`src/hdl/gbr_pkg.sv`:
```
// ----------------------------------------------------------------------------
// gbr_pkg
// Shared types and constants of the glyph bitmap rasterizer: field widths,
// request kinds, register indexes and the controller/datapath link structs.
// ----------------------------------------------------------------------------
package gbr_pkg;

    // field widths
    localparam int KIND_W   = 2;
    localparam int ADDR_W   = 12;
    localparam int BYTE_W   = 8;
    localparam int OFFSET_W = 12;
    localparam int SIZE_W   = 4;
    localparam int ADV_W    = 8;
    localparam int DELTA_W  = 8;
    localparam int COORD_W  = 16;
    localparam int CHAR_W   = 8;
    localparam int COLOR_W  = 16;
    localparam int LINE_W   = 8;

    // configuration port
    localparam int APB_AW = 4;
    localparam int APB_DW = 32;
    localparam int REG_IDX_W = 2;

    // request kinds
    localparam logic [KIND_W-1:0] KIND_LOAD_BYTE  = 2'd0;
    localparam logic [KIND_W-1:0] KIND_LOAD_GLYPH = 2'd1;
    localparam logic [KIND_W-1:0] KIND_SET_CURSOR = 2'd2;
    localparam logic [KIND_W-1:0] KIND_DRAW       = 2'd3;

    // register indexes
    localparam logic [REG_IDX_W-1:0] REG_FIRST_CHAR  = 2'd0;
    localparam logic [REG_IDX_W-1:0] REG_LAST_CHAR   = 2'd1;
    localparam logic [REG_IDX_W-1:0] REG_LINE_HEIGHT = 2'd2;
    localparam logic [REG_IDX_W-1:0] REG_TEXT_COLOR  = 2'd3;

    // register reset values
    localparam logic [CHAR_W-1:0]  FIRST_CHAR_RST  = 8'd32;
    localparam logic [CHAR_W-1:0]  LAST_CHAR_RST   = 8'd126;
    localparam logic [LINE_W-1:0]  LINE_HEIGHT_RST = 8'd0;
    localparam logic [COLOR_W-1:0] TEXT_COLOR_RST  = 16'hFFFF;

    typedef struct packed {
        logic [CHAR_W-1:0]  first_char;
        logic [CHAR_W-1:0]  last_char;
        logic [LINE_W-1:0]  line_height;
        logic [COLOR_W-1:0] text_color;
    } cfg_t;

    typedef struct packed {
        logic [OFFSET_W-1:0] offset;
        logic [SIZE_W-1:0]   width;
        logic [SIZE_W-1:0]   height;
        logic [ADV_W-1:0]    advance;
        logic [DELTA_W-1:0]  dx;
        logic [DELTA_W-1:0]  dy;
    } glyph_entry_t;

    // controller to datapath
    typedef struct packed {
        logic load_byte;
        logic load_glyph;
        logic set_cursor;
        logic start_draw;
        logic setup;
        logic reduce_step;
        logic fetch;
        logic scan_step;
        logic flush;
    } dp_cmd_t;

    // datapath to controller
    typedef struct packed {
        logic code_hit;
        logic size_zero;
        logic addr_big;
        logic bit_set;
        logic pend_valid;
        logic out_free;
        logic scan_last;
        logic byte_end;
    } dp_stat_t;

endpackage

```
`src/hdl/gbr_regs.sv`:
```
// ----------------------------------------------------------------------------
// gbr_regs
// APB-style configuration registers: first/last character, line height and
// text color, with read back.
// ----------------------------------------------------------------------------
module gbr_regs (
    input  logic                       clk,
    input  logic                       rst_n,
    input  logic                       psel,
    input  logic                       penable,
    input  logic                       pwrite,
    input  logic [gbr_pkg::APB_AW-1:0] paddr,
    input  logic [gbr_pkg::APB_DW-1:0] pwdata,
    output logic [gbr_pkg::APB_DW-1:0] prdata,
    output logic                       pready,
    output gbr_pkg::cfg_t              cfg
);
    import gbr_pkg::*;

    cfg_t                 cfg_reg;
    logic [REG_IDX_W-1:0] reg_idx;
    logic                 wr_en;

    assign pready  = 1'b1;
    assign reg_idx = paddr[APB_AW-1:2];
    assign wr_en   = psel && penable && pwrite && pready;
    assign cfg     = cfg_reg;

    // register write
    always_ff @(posedge clk or negedge rst_n)
    begin
        if (!rst_n)
        begin
            cfg_reg.first_char  <= FIRST_CHAR_RST;
            cfg_reg.last_char   <= LAST_CHAR_RST;
            cfg_reg.line_height <= LINE_HEIGHT_RST;
            cfg_reg.text_color  <= TEXT_COLOR_RST;
        end
        else if (wr_en)
        begin
            case (reg_idx)
                REG_FIRST_CHAR:  cfg_reg.first_char  <= pwdata[CHAR_W-1:0];
                REG_LAST_CHAR:   cfg_reg.last_char   <= pwdata[CHAR_W-1:0];
                REG_LINE_HEIGHT: cfg_reg.line_height <= pwdata[LINE_W-1:0];
                REG_TEXT_COLOR:  cfg_reg.text_color  <= pwdata[COLOR_W-1:0];
                default:         ;
            endcase
        end
    end

    // read back
    always_comb
    begin
        case (reg_idx)
            REG_FIRST_CHAR:  prdata = APB_DW'(cfg_reg.first_char);
            REG_LAST_CHAR:   prdata = APB_DW'(cfg_reg.last_char);
            REG_LINE_HEIGHT: prdata = APB_DW'(cfg_reg.line_height);
            REG_TEXT_COLOR:  prdata = APB_DW'(cfg_reg.text_color);
            default:         prdata = '0;
        endcase
    end

endmodule

```
`config.mk`:
```
export PLATFORM = sky130hd
export DESIGN_NAME = gbr_regs
export DESIGN_NICKNAME = d
export VERILOG_FILES = /design/src/hdl/gbr_pkg.sv /design/src/hdl/gbr_regs.sv
export SDC_FILE = /design/constraint.sdc
export NUM_CORES = 1
export LEC_CHECK = 0
export BUFFER_PORTS_ARGS = -buffer_cell sky130_fd_sc_hd__clkbuf_2
export CELL_PAD_IN_SITES_DETAIL_PLACEMENT = 1
export CELL_PAD_IN_SITES_GLOBAL_PLACEMENT = 2
export CORE_MARGIN = 2
export CORE_UTILIZATION = 28
export CTS_BUF_LIST = sky130_fd_sc_hd__clkbuf_8
export DETAILED_ROUTE_END_ITERATION = 8
export GPL_TIMING_DRIVEN = 0
export PLACE_DENSITY_LB_ADDON = 0.1
export SLEW_MARGIN = 15
export SYNTH_ARGS = -nofsm -noshare
export SYNTH_HDL_FRONTEND = slang
export SYNTH_SLANG_ARGS = --single-unit
```
`constraint.sdc`:
```
create_clock -name clk -period 1.3 [get_ports clk]
set_clock_uncertainty 0.1 [all_clocks]
set_input_delay 0.065 -clock clk [delete_from_list [all_inputs] [get_ports clk]]
set_output_delay 0.065 -clock clk [all_outputs]
set_load 0.02 [all_outputs]
```
==> impl_metrics.env, run 1 <==
export IMPL_clkTransAtPathRegs_ns=0.08
export IMPL_remaining_drc_errors=0
export IMPL_drtIter0Drc=15
export IMPL_synth_seq_area_share=0.529
export IMPL_powerDensity_nw_per_um2=1490
export IMPL_clk_latency_ns=0.28
export IMPL_drt_pass1_iterations=4
export IMPL_hpwl_um=3670
export IMPL_timing_fmax_mhz=678
export IMPL_grt_met2_usage=0.268
export IMPL_cellLeakagePower_nw=1.56
export IMPL_layout_commonest_cell="clkbuf_2"
export IMPL_crit_path_start="cfg[33]$_DFFE_PN0P_"
export IMPL_cts_made_buffers=5
export IMPL_path_delay_family="multiplexers"
export IMPL_worstHoldStart="paddr[3]"
export IMPL_peakVddDrop_mv=0.606
export IMPL_dieArea_um2=7640
export IMPL_largest_reg_flops=40
export IMPL_met1_usage=0.175
export IMPL_fin_nets=317
export IMPL_std_cell_rows=30
export IMPL_cts_tree="built"
export IMPL_path_max_fanout=3
export IMPL_worst_slack_ns=-0.175
export IMPL_use_met3=0.0389
export IMPL_yosys_register_bits=40
export IMPL_startpoint_type="register"
export IMPL_start_util=0.288
export IMPL_grt_overflow_total=0
export IMPL_max_stage_delay_ns=0.49
export IMPL_place_congestion=0.739
export IMPL_die_x_um=87.4
export IMPL_worstSetupPathType="reg2out"
export IMPL_wl_um=5510
export IMPL_status="finished with violations"
export IMPL_crit_required_ns=1.13
export IMPL_total_power_mw=4.79
export IMPL_top_usage_layer="met2"
export IMPL_endpoint_kind="output pin"
export IMPL_cts_root_buf="clkbuf_8"
export IMPL_io_buffers=78
export IMPL_numClockSinks=40
export IMPL_yosysWarnings=0
export IMPL_worstPathCellList="mux4_2 > buf_8"
export IMPL_worstHoldPathType="in2reg"
export IMPL_crit_reg2reg_launch="cfg[21]$_DFFE_PN0P_"
export IMPL_die_h_um=87.4
export IMPL_grt_max_degree=41
export IMPL_violations="negative setup slack"
export IMPL_setup_viol=8
export IMPL_core_area_um2=6760
export IMPL_worst_ep_arrival_time_ns=1.31
export IMPL_first_global_vias=1720
export IMPL_final_cell_mix="clkbuf_2, buf_4, mux2_2"
export IMPL_ios=114
export IMPL_grt_setup_unrepaired="yes"
export IMPL_drt_wirelength_per_cell_um=15.4
export IMPL_syn2layout_area_growth_pct=64.8
export IMPL_worst_slew_pin_slew_ns=0.882
export IMPL_grt_use_total=0.148
export IMPL_slowest_stage="mux4_2"
export IMPL_finalHoldViolCount=0
export IMPL_antenna_found_initial=0
export IMPL_drive_gt1_frac=0.801
export IMPL_diodes=0
export IMPL_slew_headroom=0.412
export IMPL_syn_inst=127
export IMPL_cap_violations=0
export IMPL_reg2reg_slack_ns=0.20
export IMPL_postRouteAntennaNets=0
export IMPL_grt_pass1_wl_um=8570
export IMPL_critPathBufInv=1
export IMPL_synth_cell_type_count=16
export IMPL_viasPerCell=4.33
export IMPL_final_util=0.475
export IMPL_synth_area_um2=1950
export IMPL_nFillCells=720
export IMPL_routed_via_count=1547
export IMPL_post_route_period_util=1.13
export IMPL_clockBufferDepth=2
export IMPL_avgSynthCellArea_um2=15.3
export IMPL_period_needed_ns=1.47
export IMPL_htree_num_levels=2
export IMPL_maxSlewViolCount=0
-- stage by stage --
| step | hold WS [ns] | cells | TNS [ns] | setup WS [ns] | cell area [um2] |
|---|---|---|---|---|---|
| global route | 0.240 | 357 | -1.88 | -0.235 | 3210 |
| detailed placement | 0.185 | 300 | -12.32 | -0.513 | 2490 |
| finish | 0.249 | 357 | -1.27 | -0.175 | 3210 |
| CTS | 0.243 | 354 | -1.52 | -0.208 | 3120 |
| floorplan | -0.331 | 142 | 0 | 0.0555 | 2000 |
| global placement | 0.166 | 300 | -11.52 | -0.453 | 2490 |
-- Yosys cell counts (all sizes together) --
master | count | share of area
mux2 | 40 | 0.23
dfstp | 23 | 0.31
buf | 22 | 0.089
dfrtp | 17 | 0.22
and3 | 8 | 0.026
mux4 | 8 | 0.093
conb | 2 | 0.0039
clkbuf | 1 | 0.0019
nand2 | 1 | 0.0019
nand3 | 1 | 0.0051
nor2 | 1 | 0.0032
nor3 | 1 | 0.0051
nor3b | 1 | 0.0064
or3b | 1 | 0.0045
-- logic make-up after synthesis --
| kind of cell | share of synthesized area |
|---|---|
| buffers and inverters | 0.0913 |
| DFF | 0.529 |
| muxes | 0.324 |
| other | 0.00386 |
| and+or+nand+nor | 0.0521 |
-- where the power goes --
part	internal, mW	leakage (nW)	switching, mW
sequential	1.66	0.450	0.180
clock	0.417	0.0538	0.406
combinational	1.10	1.06	1.03
total	3.18	1.56	1.62
-- worst register-to-register path: stages (launching register included) --
cell and delay [ns]:
dfrtp_1 0.39, buf_4 0.13, buf_4 0.12, mux2_2 0.25
-- metal layers --
metal  vias up  routed length (um)
met3         2                 334
met5         -                   0
li1        718                   -
met2        66                2890
met4         0                  23
met1       761                2270
-- what timing repair did --
action / CTS / global route
setup buffers: 29 / 3
hold buffers: 17 / 0
hold endpoints to repair: 57 / 0
gates resized for setup: 34 / 31
setup endpoints to repair: 42 / 36
-- path summary, 6_finish.rpt --
check	end	depth (start not counted)
setup / recovery	prdata[1]	2
hold / removal	cfg[25]$_DFFE_PN1P_	4
setup reg to reg	cfg[21]$_DFFE_PN0P_	3
hold reg to reg	cfg[33]$_DFFE_PN0P_	1
max in group asynchronous	cfg[21]$_DFFE_PN0P_	2
min in group asynchronous	cfg[32]$_DFFE_PN0P_	2
-- cell type report --
cell class              count  area [um2]  area share
flip-flops and latches     40        1030       0.321
multi-input cells          79         853       0.266
plain buffers              23         181      0.0566
clock buffers               6        82.6      0.0257
well taps                  80         100      0.0312
repair buffers            127         953       0.297
clock inverters             2        7.51     0.00234
Power figures use the tool's default switching activity.
==> run 2: changes to the inputs <==
Settings changed: CORE_MARGIN 2 to 1, CORE_UTILIZATION 28 to 30.
Clock period 1.3 ns to 1.8 ns, I/O delays scaled along.
==> impl_metrics.env, run 2 (same netlist as run 1, synthesis figures left out) <==
export IMPL_worst_ep_arrival_time_ns=1.35
export IMPL_cap_violations=0
export IMPL_grt_setup_unrepaired="no"
export IMPL_endpoint_kind="output pin"
export IMPL_cts_made_buffers=5
export IMPL_clk_latency_ns=0.28
export IMPL_remaining_drc_errors=0
export IMPL_viasPerCell=4.49
export IMPL_nFillCells=688
export IMPL_slew_headroom=0.321
export IMPL_routed_via_count=1437
export IMPL_crit_reg2reg_launch="cfg[31]$_DFFE_PN0P_"
export IMPL_timing_fmax_mhz=651
export IMPL_grt_max_degree=41
export IMPL_cts_tree="built"
export IMPL_grt_met2_usage=0.281
export IMPL_die_h_um=82.6
export IMPL_reg2reg_slack_ns=0.92
export IMPL_io_buffers=78
export IMPL_worst_slew_pin_slew_ns=1.02
export IMPL_rr_worst_depth=1
export IMPL_numClockSinks=40
export IMPL_dp_cells=295
export IMPL_ios=114
export IMPL_path_delay_family="multiplexers"
export IMPL_top_usage_layer="met2"
export IMPL_status="completed"
export IMPL_place_congestion=0.634
export IMPL_wl_um=4950
export IMPL_startpoint_type="register"
export IMPL_cellLeakagePower_nw=1.36
export IMPL_hpwl_um=3580
export IMPL_grt_use_total=0.155
export IMPL_antenna_found_initial=0
export IMPL_fin_cells=320
export IMPL_fin_tns_setup_ns=0
export IMPL_dieArea_um2=6820
export IMPL_max_stage_delay_ns=0.48
export IMPL_grt_pass1_wl_um=7650
export IMPL_drive_gt1_frac=0.743
export IMPL_critPathBufInv=1
export IMPL_maxSlewViolCount=0
export IMPL_syn2layout_area_growth_pct=41.6
export IMPL_finalHoldViolCount=0
export IMPL_setup_viol=0
export IMPL_holdPathEnd="cfg[29]$_DFFE_PN1P_"
export IMPL_start_util=0.319
export IMPL_worstHoldPathType="in2reg"
export IMPL_post_route_period_util=0.854
export IMPL_drt_pass1_iterations=4
export IMPL_diodes=0
export IMPL_powerDensity_nw_per_um2=1130
export IMPL_die_x_um=82.6
export IMPL_clockBufferDepth=2
export IMPL_clkTransAtPathRegs_ns=0.08
export IMPL_layout_commonest_cell="clkbuf_2"
export IMPL_met1_usage=0.179
export IMPL_fin_nets=285
export IMPL_drt_wirelength_per_cell_um=15.5
export IMPL_slowest_stage="mux4_2"
export IMPL_crit_required_ns=1.61
export IMPL_core_area_um2=6100
export IMPL_worstHoldStart="paddr[3]"
export IMPL_htree_num_levels=2
export IMPL_worstSetupPathType="reg2out"
export IMPL_worstPathCellList="mux4_2 > clkbuf_2"
export IMPL_cts_root_buf="clkbuf_8"
export IMPL_peakVddDrop_mv=0.423
export IMPL_postRouteAntennaNets=0
export IMPL_crit_reg2reg_capture="cfg[31]$_DFFE_PN0P_"
export IMPL_cts_resized=0
export IMPL_largest_reg_flops=40
export IMPL_std_cell_rows=28
export IMPL_use_met3=0.0385
export IMPL_period_needed_ns=1.54
export IMPL_path_max_fanout=3
export IMPL_drtIter0Drc=70
export IMPL_first_global_vias=1531
export IMPL_worst_hold_path_num_cells=4
export IMPL_grt_overflow_total=0
export IMPL_final_cell_mix="clkbuf_2, mux2_2, dfstp_2"
run 2: cell count changes in the layout (fill, tap and decap cells not counted), moves of 2 or more:
cell      change
clkbuf_2     +20
buf_6         -2
buf_4        -33
buf_8        -14
buf_2         -4
and3_1        +8
and3_4        -8
run 2: what timing repair did:
| action | CTS | global route |
|---|---|---|
| buffers inserted | 0 | 0 |
| endpoints found under the hold margin | 57 | 0 |
| hold buffers | 17 | 0 |
run 2: worst max path at each step:
stage | start | endpoint | slack, ns | cells past startpoint
after floorplan | paddr[3] | cfg[32]$_DFFE_PN0P_ | 0.53 | 3
after global placement | paddr[3] | cfg[33]$_DFFE_PN0P_ | 0.07 | 4
after detailed placement | paddr[3] | cfg[35]$_DFFE_PN0P_ | 0.04 | 4
after CTS | paddr[3] | prdata[5] | 0.24 | 5
after global routing | paddr[3] | prdata[5] | 0.20 | 5
final | cfg[21]$_DFFE_PN0P_ | prdata[5] | 0.26 | 2
run 2: cell type report:
type / instances / area, um2 / share of cell area
tap: 75 / 93.8 / 0.0340
buffer: 23 / 178 / 0.0644
multi-input combinational: 79 / 796 / 0.289
clock buffer: 7 / 96.3 / 0.0349
sequential: 40 / 1030 / 0.373
timing repair buffer: 95 / 561 / 0.203
clock inverter: 1 / 3.75 / 0.00136
run 2: stage by stage:
step | utilization | instance area [um2] | total power [mW] | setup slack (ns) | hold slack [ns]
floorplan | - | 2000 | 2.07 | 0.531 | -0.306
global placement | 0.408 | 2490 | 2.43 | 0.0745 | 0.187
detailed placement | 0.408 | 2490 | 2.48 | 0.0374 | 0.206
CTS | 0.452 | 2760 | 3.16 | 0.240 | 0.238
global route | 0.452 | 2760 | 3.30 | 0.198 | 0.260
finish | 0.452 | 2760 | 3.12 | 0.263 | 0.249
run 2: power breakdown:
group          internal (mW)  switching (mW)
clock                  0.344           0.297
combinational          0.485           0.631
sequential              1.20           0.161
run 2: metal layers:
layer  share of wire  wire, um
met1            0.41      2010
met2            0.52      2580
met3           0.064       315
met4          0.0079        39
met5               0         0
