[src/hdl/gbr_pkg.sv]
// ----------------------------------------------------------------------------
// gbr_pkg
// Shared types and constants of the glyph bitmap rasterizer: field widths,
// request kinds, register indexes and the controller/datapath link structs.
// ----------------------------------------------------------------------------
package gbr_pkg;

    // field widths
    localparam int KIND_W   = 2;
    localparam int ADDR_W   = 12;
    localparam int BYTE_W   = 8;
    localparam int OFFSET_W = 12;
    localparam int SIZE_W   = 4;
    localparam int ADV_W    = 8;
    localparam int DELTA_W  = 8;
    localparam int COORD_W  = 16;
    localparam int CHAR_W   = 8;
    localparam int COLOR_W  = 16;
    localparam int LINE_W   = 8;

    // configuration port
    localparam int APB_AW = 4;
    localparam int APB_DW = 32;
    localparam int REG_IDX_W = 2;

    // request kinds
    localparam logic [KIND_W-1:0] KIND_LOAD_BYTE  = 2'd0;
    localparam logic [KIND_W-1:0] KIND_LOAD_GLYPH = 2'd1;
    localparam logic [KIND_W-1:0] KIND_SET_CURSOR = 2'd2;
    localparam logic [KIND_W-1:0] KIND_DRAW       = 2'd3;

    // register indexes
    localparam logic [REG_IDX_W-1:0] REG_FIRST_CHAR  = 2'd0;
    localparam logic [REG_IDX_W-1:0] REG_LAST_CHAR   = 2'd1;
    localparam logic [REG_IDX_W-1:0] REG_LINE_HEIGHT = 2'd2;
    localparam logic [REG_IDX_W-1:0] REG_TEXT_COLOR  = 2'd3;

    // register reset values
    localparam logic [CHAR_W-1:0]  FIRST_CHAR_RST  = 8'd32;
    localparam logic [CHAR_W-1:0]  LAST_CHAR_RST   = 8'd126;
    localparam logic [LINE_W-1:0]  LINE_HEIGHT_RST = 8'd0;
    localparam logic [COLOR_W-1:0] TEXT_COLOR_RST  = 16'hFFFF;

    typedef struct packed {
        logic [CHAR_W-1:0]  first_char;
        logic [CHAR_W-1:0]  last_char;
        logic [LINE_W-1:0]  line_height;
        logic [COLOR_W-1:0] text_color;
    } cfg_t;

    typedef struct packed {
        logic [OFFSET_W-1:0] offset;
        logic [SIZE_W-1:0]   width;
        logic [SIZE_W-1:0]   height;
        logic [ADV_W-1:0]    advance;
        logic [DELTA_W-1:0]  dx;
        logic [DELTA_W-1:0]  dy;
    } glyph_entry_t;

    // controller to datapath
    typedef struct packed {
        logic load_byte;
        logic load_glyph;
        logic set_cursor;
        logic start_draw;
        logic setup;
        logic reduce_step;
        logic fetch;
        logic scan_step;
        logic flush;
    } dp_cmd_t;

    // datapath to controller
    typedef struct packed {
        logic code_hit;
        logic size_zero;
        logic addr_big;
        logic bit_set;
        logic pend_valid;
        logic out_free;
        logic scan_last;
        logic byte_end;
    } dp_stat_t;

endpackage

[src/hdl/gbr_ctrl.sv]
// ----------------------------------------------------------------------------
// gbr_ctrl
// Controller: takes requests, sequences glyph lookup, offset wrap, byte fetch,
// bit scan and the final result of a draw.
// ----------------------------------------------------------------------------
module gbr_ctrl (
    input  logic                       clk,
    input  logic                       rst_n,
    input  logic                       in_valid,
    input  logic [gbr_pkg::KIND_W-1:0] in_kind,
    output logic                       in_ready,
    input  gbr_pkg::dp_stat_t          stat,
    output gbr_pkg::dp_cmd_t           cmd
);
    import gbr_pkg::*;

    localparam logic [2:0] S_IDLE   = 3'd0;
    localparam logic [2:0] S_GLYPH  = 3'd1;
    localparam logic [2:0] S_REDUCE = 3'd2;
    localparam logic [2:0] S_FETCH  = 3'd3;
    localparam logic [2:0] S_SCAN   = 3'd4;
    localparam logic [2:0] S_FLUSH  = 3'd5;

    logic [2:0] state_reg;
    logic [2:0] state_next;
    logic       step_ok;

    assign in_ready = (state_reg == S_IDLE);

    // a set bit with a pixel already held needs room in the output register
    assign step_ok = !(stat.bit_set && stat.pend_valid) || stat.out_free;

    // next state and commands
    always_comb
    begin
        cmd        = '0;
        state_next = state_reg;
        case (state_reg)
            S_IDLE:
            begin
                if (in_valid)
                begin
                    case (in_kind)
                        KIND_LOAD_BYTE:  cmd.load_byte  = 1'b1;
                        KIND_LOAD_GLYPH: cmd.load_glyph = 1'b1;
                        KIND_SET_CURSOR: cmd.set_cursor = 1'b1;
                        KIND_DRAW:
                        begin
                            cmd.start_draw = 1'b1;
                            state_next     = stat.code_hit ? S_GLYPH : S_FLUSH;
                        end
                        default: ;
                    endcase
                end
            end
            S_GLYPH:
            begin
                cmd.setup  = 1'b1;
                state_next = S_REDUCE;
            end
            S_REDUCE:
            begin
                if (stat.size_zero)
                begin
                    state_next = S_FLUSH;
                end
                else if (stat.addr_big)
                begin
                    cmd.reduce_step = 1'b1;
                end
                else
                begin
                    cmd.fetch  = 1'b1;
                    state_next = S_SCAN;
                end
            end
            S_FETCH:
            begin
                cmd.fetch  = 1'b1;
                state_next = S_SCAN;
            end
            S_SCAN:
            begin
                if (step_ok)
                begin
                    cmd.scan_step = 1'b1;
                    if (stat.scan_last)
                    begin
                        state_next = S_FLUSH;
                    end
                    else if (stat.byte_end)
                    begin
                        state_next = S_FETCH;
                    end
                end
            end
            S_FLUSH:
            begin
                if (stat.out_free)
                begin
                    cmd.flush  = 1'b1;
                    state_next = S_IDLE;
                end
            end
            default:
            begin
                state_next = S_IDLE;
            end
        endcase
    end

    // state register
    always_ff @(posedge clk or negedge rst_n)
    begin
        if (!rst_n)
        begin
            state_reg <= S_IDLE;
        end
        else
        begin
            state_reg <= state_next;
        end
    end

endmodule

[config.mk]
export PLATFORM = sky130hd
export DESIGN_NAME = gbr_ctrl
export DESIGN_NICKNAME = d
export VERILOG_FILES = /design/src/hdl/gbr_pkg.sv /design/src/hdl/gbr_ctrl.sv
export SDC_FILE = /design/constraint.sdc
export NUM_CORES = 1
export LEC_CHECK = 0
export BUFFER_PORTS_ARGS = -buffer_cell sky130_fd_sc_hd__buf_2
export CAP_MARGIN = 15
export CORE_MARGIN = 2
export CORE_UTILIZATION = 23
export CTS_BUF_LIST = sky130_fd_sc_hd__clkbuf_16
export CTS_CLUSTER_DIAMETER = 40
export DETAILED_ROUTE_END_ITERATION = 16
export HOLD_SLACK_MARGIN = 0.05
export PLACE_DENSITY_LB_ADDON = 0.15
export SYNTH_ARGS = -nofsm -noshare
export SYNTH_HDL_FRONTEND = slang
export SYNTH_SLANG_ARGS = --single-unit
[constraint.sdc]
create_clock -name clk -period 4.2 [get_ports clk]
set_input_delay 0 -clock clk [delete_from_list [all_inputs] [get_ports clk]]
set_output_delay 0 -clock clk [all_outputs]
set_load 0.005 [all_outputs]
==> metrics.md, run 1 <==
| Metric | Value |
|---|---|
| RSZ-0062 raised after global routing | false |
| Hold Path Stages | 3 |
| Pin count of the biggest net entering global routing | 14 |
| TritonCTS clock tree | yes |
| XOR/XNOR Fraction of Synth Area | 0% |
| Worst EP required | roughly 4.3 ns |
| Worst skew pair latency | 0.22 ns |
| Synth Area in Simple Gates | approximately half |
| EDFF count, synth | 0 |
| Max frequency | 0.652 GHz |
| Post-DR vias/cell | ~4.7 |
| Initial antenna violation count | 0 |
| Post-layout min period | between 1.5 and 2 ns |
| Setup CP Type | reg -> reg |
| Core Region | between 1500 and 2000 um^2 |
| Row count | 14 |
| Layout cells sized above 1 | a little under half |
| FF-to-FF Start | state_reg[0]$_DFFE_PN0P_ |
| Horiz. Die Dim | between 40 and 50 um |
| Sequential share of the synthesized area | between 10% and 20% |
| Clock power frac | 37.3% |
| Hold Startpoint | stat[2] |
| Crit share post-route | 36.5% |
| Post-synthesis cell area | between 300 and 400 um^2 |
| # nets final | 85 |
| Syn_nets | 59 |
| Sink Count | 3 |
| CP max FO | 13 |
| Fraction of synthesized area in multiplexers | slightly below 3% |
| Antenna diodes | 0 |
| GRT overflow | 0 |
| Vias in the first global route | a little under 400 |
| DRC | 0 |
| R2r endpoint | state_reg[2]$_DFFE_PN0P_ |
| Register share of total power | a little under a quarter |
| Routed wire per std cell | approximately 11 um |
| Yosys reg bits | 3 |
| Syn Area/Cell | 8.32 um^2 |
| Pleak | between 0.2 and 0.3 nW |
| Setup_tns | 0 ns |
| H-tree levels | 1 |
| Dpl hpwl | 712 um |
| Post-synth cell types | 27 |
| Final Hold Viols | 0 |
| Synth Area in Compound Gates | about a fifth |
| Max Cap Violations | 0 |
| TritonRoute pass-1 iters | 4 |
| Port bufs | 22 |
| Most frequent cells in the layout | buf_2 (22), nor2_1 (8), nand2_1 (4) |
| YS warnings | 0 |
| PwrDens | about 690 nW/um^2 |
| Area growth from synthesis to layout | 52.0% |
| Dpl cells | slightly above 80 |
| CTS Buffer Depth | 2 |
| Gr usage total | a little under an eighth |
| Critical path arrival | 1.64 ns |
| Switching power of the nets | between 0.1 and 0.15 mW |
| First-pass GRT wire length | 1.64 mm |
| Vias | 407 |
| Synthesized-area fraction occupied by adder cells | 0% |
| Ys async rst share | 100% |
| Slew margin rel. | about 66% |
| Worst-Margin Slew | 0.509 ns |
| Slew Viols, Final | 0 |
| Final setup fails | 0 |
| Final Wtd Congestion | 0.703 |
| Internal Power | 0.260 mW |
| Reg2Reg Setup Slack | 2.67 ns |
| Clock skew | ~0.00090 ns |
| Final Non-Filler Cells | 87 |
| Routed wire length | around 940 um |
| I/O Pins | 23 |
| Top_reg_cell synth | dfrtp_1 |
| DIE HEIGHT | around 45 um |
| Main combinational cell family by area after synthesis | simple AND/OR/NAND/NOR gates |
| CP startpoint kind | flop |
| Die Area | ~2000 um^2 |
| Sw Share | 35.1% |
| Hold Path Sink | state_reg[0]$_DFFE_PN0P_ |
| Clock-pin transition on the worst setup and hold timing paths | approximately 0.03 ns |
| Commonest non-fill, non-tap cell in the layout | buf_2 |
| Outcome | complete, no violations |
| Worst reg2reg path depth | 4 |
| Clock root cell | clkbuf_16 |
| Initial Util | about 25% |
| TritonCTS Buffers | 3 |
| Flip-flop count of the largest register after layout | 3 |
| Syn Inst Count | 46 |
| Logic pwr share | between 30% and 40% |
| Worst Setup End Kind | flop |
| CP Launch Point | state_reg[0]$_DFFE_PN0P_ |
| Initial drt markers | 4 |
| Min-delay worst type | in -> reg |
| Worst VDD drop | about 0.25 mV |
| Antenna-violating nets left | 0 |
[Yosys cell counts (2+ instances only)]
library cell,count,area share (%)
buf_6,2,5.9
dfrtp_1,3,20
nand2_1,4,3.9
nand2b_1,2,3.3
nand3_1,3,3.9
nor2_1,8,7.8
nor3_1,2,2.6
nor3b_1,3,5.9
[worst max-delay path by stage]
stage	to	cells after the start
final	state_reg[2]$_DFFE_PN0P_	4
after global routing	cmd[7]	4
after CTS	state_reg[2]$_DFFE_PN0P_	4
after detailed placement	state_reg[2]$_DFFE_PN0P_	4
after global placement	state_reg[2]$_DFFE_PN0P_	4
after floorplan	state_reg[2]$_DFFE_PN0P_	5
[cell families (layout without fill, tap and decap cells)]
group,count (synthesis),count (layout)
and+or+nand+nor,29,29
AOI/OAI and AO/OA,9,9
buffers and inverters,4,29
DFF,3,3
muxes,1,1
[what timing repair did]
action	in CTS	in global routing
endpoints found under the setup margin	0	0
resized for setup	0	0
hold buffers	2	0
buffers inserted	0	0
hold endpoints to repair	4	0
[metal layers]
metal | vias to the layer above | track usage [%] | part of all wire, %
met5 | - | 0 | 0
met4 | 0 | 8.82 | 2.7
met3 | 2 | 2.40 | 5.7
met2 | 16 | 15.7 | 43
met1 | 174 | 15.4 | 49
li1 | 215 | - | -
[per-stage QoR]
| step | power [mW] | setup WS, ns | instance area [um^2] | util (%) | hold slack [ns] |
|---|---|---|---|---|---|
| after floorplan | 0.225 | 2.82 | 383 | - | -0.296 |
| after global placement | 0.255 | 2.68 | 483 | 31.3 | -0.199 |
| after detailed placement | 0.252 | 2.66 | 483 | 31.3 | -0.200 |
| after CTS | 0.405 | 2.66 | 582 | 37.7 | 0.0925 |
| after global routing | 0.436 | 2.56 | 582 | 37.7 | 0.119 |
| final | 0.400 | 2.67 | 582 | 37.7 | 0.0919 |
[critical path: stages (launching register included)]
cell and delay [ns]:
dfrtp_1 0.55, nor4b_4 0.35, a22oi_2 0.15, a31o_1 0.19
a22o_1 0.18
[layout make-up]
type	instances	area, um^2
clock buffers	3	75.1
clock inverters	1	3.75
fillers	172	960
inverters	1	3.75
multi-input cells	39	274
flip-flops and latches	3	75.1
well taps	16	20.0
repair buffers	24	130
[power by group through the flow]
stage	combinational [mW]	clock (mW)	sequential (mW)
global route	0.183	0.155	0.0986
CTS	0.162	0.151	0.0927
global placement	0.161	0	0.0938
detailed placement	0.159	0	0.0929
floorplan	0.169	0	0.0569
finish	0.159	0.149	0.0919
Note: power is estimated with default switching activity, not from simulation.
==> run 2: changes to the inputs <==
- clock period: 4.2 -> 1.5 ns (I/O delays scaled with it)
==> run 2 against run 1 <==
  * Sequential cell count stayed put
  * Combinational power rose to 4.0 times the previous value
  * Count of clock-buffer cells in the layout did not move
  * Highest routed layer is now met3
  * Via count increased by 5.4%
  * Critical endpoint unchanged
  * First-iteration DRC count increased by 100%
  * Cell area grew 7.5%
==> metrics.md, run 2 (synthesized netlist as in run 1, its figures left out) <==
| Metric | Value |
|---|---|
| Max frequency | 0.702 GHz (+7.6%) |
| Worst EP required | 1.60 ns (-2.71 ns) |
| Worst VDD drop | 1.09 mV (+330%) |
| Post-DR vias/cell | 4.66 (-0.32%) |
| Routed wire length | 978 um (+4.4%) |
| CP startpoint kind | flop |
| H-tree levels | 1 (unchanged) |
| Max Cap Violations | 0 (unchanged) |
| Internal Power | 0.834 mW (+220%) |
| Pleak | 0.309 nW (+8.7%) |
| DIE HEIGHT | 44.8 um (unchanged) |
| Final worst slack | 0.0758 ns (-2.59 ns) |
| Worst Setup End Kind | flop |
| I/O Pins | 23 (unchanged) |
| Initial Util | 24.8% (unchanged) |
| Crit share post-route | 94.9% (+58 points) |
| Register area | 77.6 um^2 (+3.3%) |
| Slew Viols, Final | 0 (unchanged) |
| Port bufs | 22 (unchanged) |
| CTS Buffer Depth | 2 (unchanged) |
| Most frequent cells in the layout | buf_2 (22), nor2_1 (8), buf_4 (6) |
| Vias in the first global route | 395 (+2.6%) |
| Row count | 14 (unchanged) |
| Routed wire per std cell | 10.6 um (-1.3%) |
| Worst-Margin Slew | 0.325 ns (-0.183 ns) |
| Final Hold Viols | 0 (unchanged) |
| Sw Share | 34.2% (-0.89 points) |
| Clock-pin transition on the worst setup and hold timing paths | 0.03 ns (about the same) |
| Commonest non-fill, non-tap cell in the layout | buf_2 |
| Fillers | 163 (-5.2%) |
| Register share of total power | 17.5% (-5.5 points) |
| Crit-path cells | nor4b_4, a22oi_2, a31o_1, a22o_1 |
| Layout cells sized above 1 | 52.6% (+7.6 points) |
| TritonCTS Buffers | 3 (unchanged) |
| Outcome | complete, no violations |
| First-pass GRT wire length | 1.66 mm (+1.2%) |
| Post-Place Setup Slack | 0.0487 ns (-2.61 ns) |
| Area taken by multi-input logic gates | 280 um^2 (+2.3%) |
| Setup CP Type | reg -> reg |
| Initial antenna violation count | 0 (unchanged) |
| Logic pwr share | 50.0% (+10 points) |
| Hold WS | 0.0557 ns (-0.0363 ns) |
| Initial drt markers | 8 (+4) |
| Antenna diodes | 0 (unchanged) |
| Switching power of the nets | 0.434 mW (+210%) |
| Die Area | 2010 um^2 (unchanged) |
| # nets final | 90 (+5.9%) |
| Sink Count | 3 (unchanged) |
| DRC | 0 (unchanged) |
| Area growth from synthesis to layout | 63.4% |
| Final Wtd Congestion | 0.729 (+3.6%) |
| Clock power frac | 32.5% (-4.8 points) |
| Clock skew | 0.00265 ns (+0.00175 ns) |
| Antenna-violating nets left | 0 (unchanged) |
| Pin count of the biggest net entering global routing | 8 (-6) |
| Setup_tns | 0 ns (unchanged) |
| Worst path max stage delay | 0.47 ns (-0.08 ns) |
| Vias | 429 (+5.4%) |
| Horiz. Die Dim | 44.8 um (unchanged) |
| Dpl hpwl | 789 um (+11%) |
| Slew margin rel. | 78.2% (+12 points) |
| Core Region | 1540 um^2 (unchanged) |
| Worst skew pair latency | 0.22 ns (about the same) |
| TritonRoute pass-1 iters | 3 (-1) |
| Post-layout min period | 1.42 ns (-0.108 ns) |
| GRT overflow | 0 (unchanged) |
| Gr usage total | 11.2% (-0.25 points) |
| Clock root cell | clkbuf_16 |
| Reg2Reg Setup Slack | 0.08 ns (-2.59 ns) |
| Final setup fails | 0 (unchanged) |
| PwrDens | 2030 nW/um^2 (+190%) |
| Max stage delay cell, worst path | dfrtp_2 |
| Min-delay worst type | in -> reg |
| Critical path arrival | 1.52 ns (-0.12 ns) |
| TritonCTS clock tree | yes |
| Flip-flop count of the largest register after layout | 3 (unchanged) |
| CP max FO | 6 (-7) |
-- run 2: path summary, 6_finish.rpt --
check | end | cells after the start | from
setup / recovery | state_reg[2]$_DFFE_PN0P_ | 4 | state_reg[0]$_DFFE_PN0P_
hold / removal | state_reg[2]$_DFFE_PN0P_ | 2 | stat[1]
setup reg to reg | state_reg[2]$_DFFE_PN0P_ | 4 | state_reg[0]$_DFFE_PN0P_
hold reg to reg | state_reg[0]$_DFFE_PN0P_ | 2 | state_reg[2]$_DFFE_PN0P_
max in group asynchronous | state_reg[2]$_DFFE_PN0P_ | 2 | rst_n
min in group asynchronous | state_reg[0]$_DFFE_PN0P_ | 2 | rst_n
-- run 2: routing by layer --
metal	wire length, um	part of all wire [%]	global-route usage (%)
met5	0	0	0
met4	0	0	1.76
met3	73	7.5	3.60
met2	445	46	16.8
met1	459	47	15.9
-- run 2: critical path: cells and delay by family, from the launching register on --
family             cells  cell delay [ns]
DFF                    1             0.47
AOI/OAI and AO/OA      3             0.54
and+or+nand+nor        1             0.30
-- run 2: power by group through the flow --
stage	Clock (mW)	Sequential, mW	Combinational, mW
2_1_floorplan	0	0.159	0.472
3_3_place_gp	0	0.207	0.611
3_5_place_dp	0	0.206	0.601
4_1_cts	0.419	0.205	0.606
5_1_grt	0.430	0.231	0.716
6_report	0.413	0.222	0.633
-- run 2: timing repair --
| action | CTS | global route |
|---|---|---|
| gates resized for setup | 0 | 3 |
| setup endpoints to repair | 0 | 3 |
| endpoints found under the hold margin | 3 | 0 |
| buffers inserted | 0 | 1 |
| hold buffers | 1 | 0 |
-- run 2: cell type report --
| type | instances | share of cell area (%) |
|---|---|---|
| repair buffers | 29 | 26.4 |
| clock inverters | 1 | 0.600 |
| multi-input cells | 39 | 44.8 |
| inverters | 1 | 0.600 |
| flip-flops and latches | 3 | 12.4 |
| well taps | 16 | 3.20 |
| clock buffers | 3 | 12.0 |
-- run 2: through the flow --
stage | cells | area (um^2) | utilization, % | power [mW]
detailed placement | 86 | 520 | 33.8 | 0.807
floorplan | 46 | 383 | - | 0.631
global route | 92 | 626 | 40.6 | 1.38
global placement | 86 | 520 | 33.8 | 0.819
CTS | 91 | 609 | 39.5 | 1.23
finish | 92 | 626 | 40.6 | 1.27
